## src/rtl/core/multi_queue_shared_buffer_macros.svh

```systemverilog
// ----------------------------------------------------------------------------
// Multi-queue shared buffer: assertion macros
// Assertion wrappers; they expand to nothing when SYNTHESIS is defined.
// ----------------------------------------------------------------------------
`ifndef MULTI_QUEUE_SHARED_BUFFER_MACROS_SVH
`define MULTI_QUEUE_SHARED_BUFFER_MACROS_SVH

`ifndef SYNTHESIS

// Clocked property, disabled while reset is asserted
`define MQSB_ASSERT(lbl, clk, rstn, prop) \
  lbl: assert property (@(posedge clk) disable iff (!rstn) prop) \
    else $error("mqsb assertion failed");

// Clocked property, checked during reset as well
`define MQSB_ASSERT_ALWAYS(lbl, clk, prop) \
  lbl: assert property (@(posedge clk) prop) \
    else $error("mqsb assertion failed");

`else

`define MQSB_ASSERT(lbl, clk, rstn, prop)
`define MQSB_ASSERT_ALWAYS(lbl, clk, prop)

`endif

`endif

```

## src/rtl/core/mqsb_pkg.sv

```systemverilog
// ----------------------------------------------------------------------------
// Multi-queue shared buffer: package
// Word types, command and status codes, controller states and the
// command/status structs between controller and datapath.
// ----------------------------------------------------------------------------
package mqsb_pkg;

  localparam int DATA_W = 32;

  // Command codes
  localparam logic CMD_ENQ = 1'b0;
  localparam logic CMD_DEQ = 1'b1;

  // Status codes
  localparam logic [1:0] STATUS_OK    = 2'd0;
  localparam logic [1:0] STATUS_FULL  = 2'd1;
  localparam logic [1:0] STATUS_EMPTY = 2'd2;

  // Data returned by a dequeue that finds nothing (-1)
  localparam logic signed [DATA_W-1:0] DATA_NONE = '1;
  localparam logic signed [DATA_W-1:0] DATA_ZERO = '0;

  typedef struct packed {
    logic                     command;
    logic [1:0]               queue_id;
    logic signed [DATA_W-1:0] data_in;
  } in_word_t;

  typedef struct packed {
    logic signed [DATA_W-1:0] data_out;
    logic [1:0]               status;
  } out_word_t;

  typedef enum logic [2:0] {
    S_IDLE,
    S_LOOK,
    S_ENQ2,
    S_DEQ2,
    S_DONE
  } state_t;

  // Controller to datapath
  typedef struct packed {
    logic accept;      // latch the input word, read the queue table
    logic look;        // decide, first round of memory access
    logic enq_commit;  // finish an enqueue
    logic deq_commit;  // finish a dequeue
    logic out_load;    // move the result into the output register
  } ctrl_cmd_t;

  // Datapath to controller
  typedef struct packed {
    logic is_enq;
    logic reject;      // full, empty or nonexistent queue
  } dp_stat_t;

endpackage

```

## src/rtl/core/mqsb_chan_if.sv

```systemverilog
// ----------------------------------------------------------------------------
// Multi-queue shared buffer: valid/ready channel
// One word moves at a clock edge where valid and ready are both high.
// ----------------------------------------------------------------------------
interface mqsb_chan_if #(
  parameter type payload_t = mqsb_pkg::in_word_t
);
  logic     valid;
  logic     ready;
  payload_t payload;

  modport source (output valid, output payload, input ready);
  modport sink   (input valid, input payload, output ready);
endinterface

```

## src/rtl/core/mqsb_ram.sv

```systemverilog
// ----------------------------------------------------------------------------
// Multi-queue shared buffer: generic RAM
// One write port, one read port with enable and registered read data.
// ----------------------------------------------------------------------------
module mqsb_ram #(
  parameter int WIDTH = 8,
  parameter int DEPTH = 16,
  localparam int ADDR_W = (DEPTH > 1) ? $clog2(DEPTH) : 1
) (
  input  logic              clk,
  input  logic              wr_en,
  input  logic [ADDR_W-1:0] wr_addr,
  input  logic [WIDTH-1:0]  wr_data,
  input  logic              rd_en,
  input  logic [ADDR_W-1:0] rd_addr,
  output logic [WIDTH-1:0]  rd_data
);

  logic [WIDTH-1:0] mem [DEPTH];
  logic [WIDTH-1:0] rd_data_r;

  always_ff @(posedge clk) begin
    if (wr_en) begin
      mem[wr_addr] <= wr_data;
    end
    if (rd_en) begin
      rd_data_r <= mem[rd_addr];
    end
  end

  assign rd_data = rd_data_r;

endmodule

```

## src/rtl/core/mqsb_ctrl.sv

```systemverilog
// ----------------------------------------------------------------------------
// Multi-queue shared buffer: controller
// Sequences one word through lookup, commit and result hand-off, and owns
// the valid flag of the output register.
// ----------------------------------------------------------------------------
`include "multi_queue_shared_buffer_macros.svh"

module mqsb_ctrl (
  input  logic                clk,
  input  logic                rst_n,
  input  logic                in_valid,
  output logic                in_ready,
  output logic                out_valid,
  input  logic                out_ready,
  input  mqsb_pkg::dp_stat_t  stat,
  output mqsb_pkg::ctrl_cmd_t cmd
);

  mqsb_pkg::state_t state_r, state_nxt;
  logic             out_valid_r, out_valid_nxt;
  logic             out_free;

  assign out_free = !out_valid_r || out_ready;

  // State and output-valid registers
  always_ff @(posedge clk) begin
    if (!rst_n) begin
      state_r     <= mqsb_pkg::S_IDLE;
      out_valid_r <= 1'b0;
    end else begin
      state_r     <= state_nxt;
      out_valid_r <= out_valid_nxt;
    end
  end

  // Next state and commands
  always_comb begin
    state_nxt     = state_r;
    out_valid_nxt = out_valid_r;
    cmd           = '0;
    in_ready      = 1'b0;
    if (out_valid_r && out_ready) begin
      out_valid_nxt = 1'b0;
    end
    unique case (state_r)
      mqsb_pkg::S_IDLE: begin
        in_ready = 1'b1;
        if (in_valid) begin
          cmd.accept = 1'b1;
          state_nxt  = mqsb_pkg::S_LOOK;
        end
      end
      mqsb_pkg::S_LOOK: begin
        cmd.look = 1'b1;
        priority if (stat.reject) begin
          state_nxt = mqsb_pkg::S_DONE;
        end else if (stat.is_enq) begin
          state_nxt = mqsb_pkg::S_ENQ2;
        end else begin
          state_nxt = mqsb_pkg::S_DEQ2;
        end
      end
      mqsb_pkg::S_ENQ2: begin
        cmd.enq_commit = 1'b1;
        state_nxt      = mqsb_pkg::S_DONE;
      end
      mqsb_pkg::S_DEQ2: begin
        cmd.deq_commit = 1'b1;
        state_nxt      = mqsb_pkg::S_DONE;
      end
      mqsb_pkg::S_DONE: begin
        if (out_free) begin
          cmd.out_load  = 1'b1;
          out_valid_nxt = 1'b1;
          state_nxt     = mqsb_pkg::S_IDLE;
        end
      end
      default: begin
        state_nxt = mqsb_pkg::S_IDLE;
      end
    endcase
  end

  assign out_valid = out_valid_r;

  // Accepted word always goes to lookup next
  `MQSB_ASSERT(a_accept_to_look, clk, rst_n,
    (state_r == mqsb_pkg::S_IDLE && in_valid) |=> (state_r == mqsb_pkg::S_LOOK))

  // A commit state is always followed by S_DONE
  `MQSB_ASSERT(a_commit_to_done, clk, rst_n,
    (state_r == mqsb_pkg::S_ENQ2 || state_r == mqsb_pkg::S_DEQ2) |=>
      (state_r == mqsb_pkg::S_DONE))

  // A result hand-off raises valid and frees the controller
  `MQSB_ASSERT(a_load_sets_valid, clk, rst_n,
    (state_r == mqsb_pkg::S_DONE && out_free) |=>
      (out_valid_r && state_r == mqsb_pkg::S_IDLE))

  // Input is taken only while idle
  `MQSB_ASSERT(a_ready_idle, clk, rst_n,
    in_ready |-> (state_r == mqsb_pkg::S_IDLE))

endmodule

```

## src/rtl/core/mqsb_dp.sv

```systemverilog
// ----------------------------------------------------------------------------
// Multi-queue shared buffer: datapath
// Queue table (head/tail), link memory, slot data memory, free-list head,
// fill count of never-used slots, and the result/output registers.
// ----------------------------------------------------------------------------
module mqsb_dp #(
  parameter int NUM_SLOTS  = 16,
  parameter int NUM_QUEUES = 4
) (
  input  logic                clk,
  input  logic                rst_n,
  input  mqsb_pkg::ctrl_cmd_t cmd,
  output mqsb_pkg::dp_stat_t  stat,
  input  mqsb_pkg::in_word_t  in_word,
  output mqsb_pkg::out_word_t out_word
);

  localparam int SLOT_W = $clog2(NUM_SLOTS);
  localparam int PTR_W  = $clog2(NUM_SLOTS + 1);
  localparam int QIDX_W = (NUM_QUEUES > 1) ? $clog2(NUM_QUEUES) : 1;
  localparam int QT_W   = 2 * SLOT_W;
  localparam logic [PTR_W-1:0] NIL = PTR_W'(NUM_SLOTS);

  // Latched input word
  logic                             cmd_r;
  logic [1:0]                       qid_r;
  logic signed [mqsb_pkg::DATA_W-1:0] din_r;

  // List state
  logic [PTR_W-1:0]      free_head_r, free_head_nxt;
  logic [PTR_W-1:0]      fill_cnt_r, fill_cnt_nxt;
  logic [NUM_QUEUES-1:0] qvalid_r, qvalid_nxt;
  logic [SLOT_W-1:0]     slot_r;
  logic                  fresh_r;

  // Result and output registers
  logic signed [mqsb_pkg::DATA_W-1:0] res_data_r, out_data_r;
  logic [1:0]                         res_status_r, out_status_r;

  // Memory ports
  logic                        qt_we, lk_we, sd_we;
  logic [QIDX_W-1:0]           qt_waddr, qt_raddr;
  logic [QT_W-1:0]             qt_wdata, qt_rdata;
  logic [SLOT_W-1:0]           lk_waddr, lk_raddr, sd_raddr;
  logic [PTR_W-1:0]            lk_wdata, lk_rdata;
  logic [mqsb_pkg::DATA_W-1:0] sd_rdata;
  logic                        lk_re, sd_re;

  // Lookup decode
  logic              q_ok, head_ok, free_ok, is_enq, reject;
  logic [QIDX_W-1:0] qidx;
  logic [SLOT_W-1:0] head_s, tail_s, sel_s;
  logic [PTR_W-1:0]  enq_next, deq_next;

  assign qidx    = QIDX_W'(qid_r);
  assign q_ok    = int'(qid_r) < NUM_QUEUES;
  assign head_ok = q_ok && qvalid_r[qidx];
  assign free_ok = free_head_r != NIL;
  assign is_enq  = cmd_r == mqsb_pkg::CMD_ENQ;
  assign reject  = is_enq ? (!q_ok || !free_ok) : !head_ok;
  assign head_s  = qt_rdata[QT_W-1:SLOT_W];
  assign tail_s  = qt_rdata[SLOT_W-1:0];
  assign sel_s   = is_enq ? free_head_r[SLOT_W-1:0] : head_s;

  // A never-used slot links to its successor
  assign enq_next = fresh_r ? (PTR_W'(slot_r) + PTR_W'(1)) : lk_rdata;
  assign deq_next = lk_rdata;

  assign stat.is_enq = is_enq;
  assign stat.reject = reject;

  // Memory port and list-state steering
  always_comb begin
    qt_we         = 1'b0;
    qt_waddr      = qidx;
    qt_wdata      = '0;
    qt_raddr      = QIDX_W'(in_word.queue_id);
    lk_we         = 1'b0;
    lk_waddr      = slot_r;
    lk_wdata      = NIL;
    lk_re         = 1'b0;
    lk_raddr      = sel_s;
    sd_we         = 1'b0;
    sd_re         = 1'b0;
    sd_raddr      = head_s;
    free_head_nxt = free_head_r;
    fill_cnt_nxt  = fill_cnt_r;
    qvalid_nxt    = qvalid_r;
    if (cmd.look && !reject) begin
      lk_re = 1'b1;
      if (is_enq) begin
        // Append the free slot after the tail, store the value
        sd_we    = 1'b1;
        qt_we    = 1'b1;
        qt_wdata = {(head_ok ? head_s : sel_s), sel_s};
        qvalid_nxt[qidx] = 1'b1;
        if (head_ok) begin
          lk_we    = 1'b1;
          lk_waddr = tail_s;
          lk_wdata = PTR_W'(sel_s);
        end
      end else begin
        sd_re = 1'b1;
      end
    end
    if (cmd.enq_commit) begin
      // Slot becomes the new tail; free list advances
      lk_we         = 1'b1;
      lk_waddr      = slot_r;
      lk_wdata      = NIL;
      free_head_nxt = enq_next;
      if (fresh_r) begin
        fill_cnt_nxt = fill_cnt_r + PTR_W'(1);
      end
    end
    if (cmd.deq_commit) begin
      // Unlink head, push the slot onto the free list
      qt_we         = 1'b1;
      qt_wdata      = {deq_next[SLOT_W-1:0], tail_s};
      lk_we         = 1'b1;
      lk_waddr      = slot_r;
      lk_wdata      = free_head_r;
      free_head_nxt = PTR_W'(slot_r);
      if (deq_next == NIL) begin
        qvalid_nxt[qidx] = 1'b0;
      end
    end
  end

  // Control state
  always_ff @(posedge clk) begin
    if (!rst_n) begin
      free_head_r <= '0;
      fill_cnt_r  <= '0;
      qvalid_r    <= '0;
    end else begin
      free_head_r <= free_head_nxt;
      fill_cnt_r  <= fill_cnt_nxt;
      qvalid_r    <= qvalid_nxt;
    end
  end

  // Payload registers
  always_ff @(posedge clk) begin
    if (cmd.accept) begin
      cmd_r <= in_word.command;
      qid_r <= in_word.queue_id;
      din_r <= in_word.data_in;
    end
    if (cmd.look) begin
      slot_r  <= sel_s;
      fresh_r <= PTR_W'(sel_s) >= fill_cnt_r;
      if (is_enq) begin
        res_data_r   <= mqsb_pkg::DATA_ZERO;
        res_status_r <= reject ? mqsb_pkg::STATUS_FULL : mqsb_pkg::STATUS_OK;
      end else begin
        res_data_r   <= mqsb_pkg::DATA_NONE;
        res_status_r <= mqsb_pkg::STATUS_EMPTY;
      end
    end
    if (cmd.deq_commit) begin
      res_data_r   <= sd_rdata;
      res_status_r <= mqsb_pkg::STATUS_OK;
    end
    if (cmd.out_load) begin
      out_data_r   <= res_data_r;
      out_status_r <= res_status_r;
    end
  end

  assign out_word.data_out = out_data_r;
  assign out_word.status   = out_status_r;

  // Queue table: {head, tail} per queue
  mqsb_ram #(
    .WIDTH (QT_W),
    .DEPTH (NUM_QUEUES)
  ) u_qtab (
    .clk     (clk),
    .wr_en   (qt_we),
    .wr_addr (qt_waddr),
    .wr_data (qt_wdata),
    .rd_en   (cmd.accept),
    .rd_addr (qt_raddr),
    .rd_data (qt_rdata)
  );

  // Next-slot links
  mqsb_ram #(
    .WIDTH (PTR_W),
    .DEPTH (NUM_SLOTS)
  ) u_link (
    .clk     (clk),
    .wr_en   (lk_we),
    .wr_addr (lk_waddr),
    .wr_data (lk_wdata),
    .rd_en   (lk_re),
    .rd_addr (lk_raddr),
    .rd_data (lk_rdata)
  );

  // Slot values
  mqsb_ram #(
    .WIDTH (mqsb_pkg::DATA_W),
    .DEPTH (NUM_SLOTS)
  ) u_data (
    .clk     (clk),
    .wr_en   (sd_we),
    .wr_addr (sel_s),
    .wr_data (din_r),
    .rd_en   (sd_re),
    .rd_addr (sd_raddr),
    .rd_data (sd_rdata)
  );

endmodule

```

## src/rtl/core/multi_queue_shared_buffer.sv

```systemverilog
// ----------------------------------------------------------------------------
// Multi-queue shared buffer: top level
// NUM_QUEUES FIFO queues kept as linked lists in one buffer of NUM_SLOTS
// slots, with a shared free list. Every input word yields one result word.
// ----------------------------------------------------------------------------
// One word is handled at a time. A successful enqueue or dequeue passes
// through accept, lookup, commit and hand-off, in that order; a rejected
// one (full buffer, empty or nonexistent queue) skips commit. The commit
// step is needed because of the single write port of the link memory,
// which an enqueue into a non-empty queue writes twice, and because of
// the registered reads of the queue table and link memory. A new word is
// accepted the cycle after the previous result has been loaded, even while
// that result still waits on out_ch. A held result stalls the next word in
// its hand-off cycle. No clearing pass after reset: never-used slots are
// tracked by a fill count.
// ----------------------------------------------------------------------------
module multi_queue_shared_buffer #(
  parameter int NUM_SLOTS  = 16,
  parameter int NUM_QUEUES = 4
) (
  input logic        clk,
  input logic        rst_n,
  mqsb_chan_if.sink   in_ch,
  mqsb_chan_if.source out_ch
);

  mqsb_pkg::ctrl_cmd_t cmd;
  mqsb_pkg::dp_stat_t  stat;
  mqsb_pkg::in_word_t  in_word;
  mqsb_pkg::out_word_t out_word;

  assign in_word        = in_ch.payload;
  assign out_ch.payload = out_word;

  // Sequencer
  mqsb_ctrl u_ctrl (
    .clk       (clk),
    .rst_n     (rst_n),
    .in_valid  (in_ch.valid),
    .in_ready  (in_ch.ready),
    .out_valid (out_ch.valid),
    .out_ready (out_ch.ready),
    .stat      (stat),
    .cmd       (cmd)
  );

  // Lists, memories and result registers
  mqsb_dp #(
    .NUM_SLOTS  (NUM_SLOTS),
    .NUM_QUEUES (NUM_QUEUES)
  ) u_dp (
    .clk      (clk),
    .rst_n    (rst_n),
    .cmd      (cmd),
    .stat     (stat),
    .in_word  (in_word),
    .out_word (out_word)
  );

endmodule
```

## src/flat_wrapper.sv

```systemverilog
// flat-port wrapper written by rule: the top's interface ports become plain ports
module multi_queue_shared_buffer_flat 
#(
  parameter int NUM_SLOTS  = 16,
  parameter int NUM_QUEUES = 4
)
  (clk, rst_n, in_ch_valid, in_ch_payload, in_ch_ready, out_ch_valid, out_ch_payload, out_ch_ready);
  mqsb_chan_if in_ch_i ();
  mqsb_chan_if out_ch_i ();
  input logic clk;
  input logic rst_n;
  input wire logic [$bits(in_ch_i.valid)-1:0] in_ch_valid;
  input wire logic [$bits(in_ch_i.payload)-1:0] in_ch_payload;
  output wire logic [$bits(in_ch_i.ready)-1:0] in_ch_ready;
  output wire logic [$bits(out_ch_i.valid)-1:0] out_ch_valid;
  output wire logic [$bits(out_ch_i.payload)-1:0] out_ch_payload;
  input wire logic [$bits(out_ch_i.ready)-1:0] out_ch_ready;
  assign in_ch_i.valid = in_ch_valid;
  assign in_ch_i.payload = in_ch_payload;
  assign in_ch_ready = in_ch_i.ready;
  assign out_ch_valid = out_ch_i.valid;
  assign out_ch_payload = out_ch_i.payload;
  assign out_ch_i.ready = out_ch_ready;
  multi_queue_shared_buffer #(.NUM_SLOTS(NUM_SLOTS), .NUM_QUEUES(NUM_QUEUES)) u_core (.clk(clk), .rst_n(rst_n), .in_ch(in_ch_i), .out_ch(out_ch_i));
endmodule
```

## config.mk

```make
export PLATFORM = sky130hd
export DESIGN_NAME = multi_queue_shared_buffer_flat
export DESIGN_NICKNAME = d
export VERILOG_FILES = /design/src/rtl/core/mqsb_pkg.sv /design/src/rtl/core/mqsb_chan_if.sv /design/src/rtl/core/mqsb_ram.sv /design/src/rtl/core/mqsb_ctrl.sv /design/src/rtl/core/mqsb_dp.sv /design/src/rtl/core/multi_queue_shared_buffer.sv /design/src/flat_wrapper.sv
export VERILOG_INCLUDE_DIRS = /design/src /design/src/rtl/core
export SDC_FILE = /design/constraint.sdc
export NUM_CORES = 1
export LEC_CHECK = 0
export BUFFER_PORTS_ARGS = -buffer_cell sky130_fd_sc_hd__clkbuf_2
export CORE_MARGIN = 2
export CORE_UTILIZATION = 67
export DETAILED_ROUTE_END_ITERATION = 12
export PLACE_DENSITY = 0.87
export SYNTH_ARGS = -nofsm -noshare
export SYNTH_HDL_FRONTEND = slang
export SYNTH_SLANG_ARGS = --single-unit
```

## constraint.sdc

```tcl
create_clock -name clk -period 6.7 [get_ports clk]
set_input_delay 1.34 -clock clk [delete_from_list [all_inputs] [get_ports clk]]
set_output_delay 1.34 -clock clk [all_outputs]
set_load 0.01 [all_outputs]
```

==> reports/metrics.csv <==
metric,value,unit
worst path buffer plus inverter count,2,
Max Fanout on Critical Path,56,
"slowest stage cell, crit path",nor2_4,
clock network power share,40.5,%
Post-Layout Cell Count,2082,
LEAKAGE,10.8,nW
CTS tree,built,
pin count of the biggest net entering global routing,129,
crit path time final,3.90,ns
area grow syn2layout,11.1,%
Hold EP,u_core.u_dp.out_data_r[21]$_DFFE_PP_,
post-route ant nets,0,
Vias/cell,7.21,
CTS buffer count,74,
# nets final,1484,
Post-synth top flop,edfxtp_1,
die outline height,216,µm
Yosys warnings,0,
Final Wtd Congestion,0.881,
initial antenna violation count,1,
total track usage,32.1,%
RR Endpoint,u_core.u_dp.u_data.mem[6][14]$_DFFE_PP_,
sequential share of the synthesized area,78.9,%
Initial DRT Pass Iterations,6,
Pwr Density,307,nW/µm²
HPWL Detailed,37800,µm
syn_area_per_cell,22.4,µm²
Synth Cell Area,30000,µm²
post-CTS setup buffers,0,
H-tree Lvls,3,
status,"finished, final reports clean",
number of flops mapped to enable cells by yosys,775,
CTS Sinks,795,
Syn Inst Count,1342,
vias in the first global route,15400,
Chip Width,216,µm
Max Slew Vio Count,0,
syn_nets,1387,
part of the power in registers,55.1,%
Fmax,0.257,GHz
"Reg clk slew, reported paths",0.07,ns
setup TNS,0,ns
CP arrival,4.11,ns
Logic pwr share,4.4,%
slew margin rel.,3.72,%
post-layout power,0.0102,W
hold path startpoint,u_core.u_dp.res_data_r[21]$_DFFE_PP_,
largest stage delay on the critical path,1.12,ns
hold path cells,0,
Reg2Reg Setup Slack,2.80,ns
endpoints failing hold,0,
WL final,72000,µm
pre-CTS WS,2.90,ns
most frequent cells in the layout,"edfxtp_1, mux4_2, clkbuf_16",
clock latency on the worst-skew pair,0.63,ns
Worst path top cell family by delay,simple AND/OR/NAND/NOR gates,
max-cap viol count,0,
crit path cell chain,buf_4 > mux2i_4 > inv_2 > nand2_1 > nor2_4,
unrepaired setup endpoints after global routing,no,
period utilization,58.1,%
vias after detailed routing,15000,
Yosys cell types,55,
DRT iter0 DRCs,2044,
hold slack,0.413,ns
Worst Tran Pin Value,1.44,ns
Sw Ratio,20.9,%
die area,46500,µm²
endpoints failing setup,0,
final setup margin,2.80,ns
crit path launch type,flop,
Antenna diodes,0,
Initial Util,67.9,%
Setup CP Type,reg2reg,
Post-CTS Resized,0,
CP Capture Type,flop,
Core Region,44200,µm²
DRC Markers,0,
share of cells above drive strength 1,27.6,%
Max VDD drop,0.000236,V
FP Rows,77,
launch point of the worst reg-to-reg path,u_core.u_dp.u_qtab.rd_data[5]$_DFFE_PP_,
IO Port Bufs,74,
worst-case reg-to-reg path depth,5,
num ports,76,
deepest clock path buffer count,3,
#FFs+latches synth,795,
first-pass GRT wire length,105000,µm
hold crit path type,reg2reg,
hold_buf cts,0,
CTS root buffer,clkbuf_16,
grt ovf,0,
CP required,6.92,ns
Placed Cells incl. Taps,1954,
Power Internal,0.00809,W
"commonest non-fill, non-tap cell in the layout",edfxtp_1,
share of flip-flops with an asynchronous set or reset,0,%
Worst Skew,0.0317,ns
DR WL/cell,34.6,µm
Net Switching,0.00214,W
-- cells in the mapped netlist, types with 2 or more instances --
| master | count | area [µm²] |
|---|---|---|
| edfxtp_1 | 775 | 23300 |
| mux4_2 | 189 | 4260 |
| nor2_1 | 56 | 210 |
| nand2_1 | 50 | 188 |
| a21o_1 | 35 | 263 |
| clkbuf_1 | 23 | 86.3 |
| buf_2 | 21 | 105 |
| dfxtp_1 | 20 | 400 |
| a21oi_1 | 12 | 60.1 |
| buf_6 | 12 | 135 |
| and2_1 | 11 | 68.8 |
| inv_1 | 11 | 41.3 |
| buf_1 | 9 | 33.8 |
| nand2b_1 | 9 | 56.3 |
| nand4_1 | 9 | 56.3 |
| a31oi_1 | 8 | 50.1 |
| nor2b_1 | 8 | 50.1 |
| o21ai_0 | 8 | 40.0 |
| ha_1 | 6 | 75.1 |
| nor3_1 | 6 | 30.0 |
| o21ai_1 | 5 | 25.0 |
| xnor2_1 | 5 | 43.8 |
| a22o_1 | 3 | 26.3 |
| buf_4 | 3 | 22.5 |
| inv_2 | 3 | 11.3 |
| mux2i_1 | 3 | 30.0 |
| nand3_1 | 3 | 15.0 |
| o21a_1 | 3 | 22.5 |
| a222oi_1 | 2 | 20.0 |
| a41oi_1 | 2 | 17.5 |
| and3_1 | 2 | 12.5 |
| nor3b_1 | 2 | 15.0 |
| nor4b_1 | 2 | 17.5 |
| o22a_1 | 2 | 17.5 |
| o22ai_1 | 2 | 12.5 |
| o32a_1 | 2 | 20.0 |
| o32ai_1 | 2 | 17.5 |
-- power groups by stage --
stage | sequential, W | clock, W | combinational, W
3_3_place_gp | 0.00572 | 0 | 0.000412
2_1_floorplan | 0.00569 | 0 | 0.000324
3_5_place_dp | 0.00573 | 0 | 0.000435
5_1_grt | 0.00564 | 0.00433 | 0.000471
4_1_cts | 0.00563 | 0.00416 | 0.000448
6_report | 0.00564 | 0.00414 | 0.000449
-- sequential cells by signal, summed over array words and instances, names as in the netlist, 4 cells and up --
signal,flops
u_core.u_dp.qvalid_r,4
u_core.u_dp.res_data_r,32
u_core.u_dp.u_data.mem,512
u_core.u_dp.u_link.mem,80
u_core.u_dp.out_data_r,32
u_core.u_dp.u_link.rd_data,5
u_core.u_dp.free_head_r,5
u_core.u_dp.u_qtab.rd_data,8
u_core.u_dp.din_r,32
u_core.u_dp.slot_r,4
u_core.u_dp.fill_cnt_r,5
u_core.u_dp.u_data.rd_data,32
u_core.u_dp.u_qtab.mem,32
-- layer usage --
layer	global-route usage, %	part of all wire [%]
met1	43.3	34
met5	0	0.018
met3	6.77	11
met4	13.7	4.8
met2	52.1	50
-- worst max-delay path by stage --
stage	start	to	slack, ns	cells after the start
floorplan	u_core.u_dp.qid_r[0]$_DFFE_PP_	u_core.u_dp.u_data.rd_data[0]$_DFFE_PP_	2.84	5
global placement	u_core.u_dp.u_qtab.rd_data[5]$_DFFE_PP_	u_core.u_dp.u_data.mem[3][14]$_DFFE_PP_	3.04	5
detailed placement	u_core.u_dp.u_qtab.rd_data[5]$_DFFE_PP_	u_core.u_dp.u_data.mem[7][14]$_DFFE_PP_	2.90	5
CTS	u_core.u_dp.u_qtab.rd_data[5]$_DFFE_PP_	u_core.u_dp.u_data.mem[6][14]$_DFFE_PP_	2.84	5
global route	u_core.u_dp.u_qtab.rd_data[5]$_DFFE_PP_	u_core.u_dp.u_data.mem[6][14]$_DFFE_PP_	2.63	5
finish	u_core.u_dp.u_qtab.rd_data[5]$_DFFE_PP_	u_core.u_dp.u_data.mem[6][14]$_DFFE_PP_	2.80	5
-- cells by family (layout without fill, tap and decap cells) --
group / Yosys count / after routing / synth area share, %
other: 1 / 1 / 0.0125
and+or+nand+nor: 164 / 164 / 2.61
DFF: 795 / 795 / 78.9
buffers and inverters: 82 / 230 / 1.45
xor gates and xnor gates: 6 / 6 / 0.175
AOI/OAI and AO/OA: 94 / 94 / 2.23
muxes: 194 / 194 / 14.4
adders and majority gates: 6 / 6 / 0.250
-- worst register-to-register path, delay by kind of cell (launching register included) --
family / cells / cell delay [ns]
multiplexers: 1 / 0.24
AND/OR/NAND/NOR: 2 / 1.59
buffers and inverters: 2 / 1.32
flip-flops: 1 / 0.33
-- per-stage QoR --
step	instance area [µm²]	util, %
after floorplan	30000	-
after global placement	31000	70.1
after detailed placement	31000	70.1
after CTS	33300	75.4
after global routing	33300	75.4
final	33300	75.4
-- cell type report --
class | instances | area (µm²)
Clock buffer | 92 | 1960
Clock inverter | 35 | 365
Fill cell | 2141 | 10900
Inverter | 14 | 52.6
Multi-Input combinational cell | 465 | 6050
Sequential cell | 795 | 23700
Tap cell | 592 | 741
Timing Repair Buffer | 89 | 495
Power figures use the tool's default switching activity.
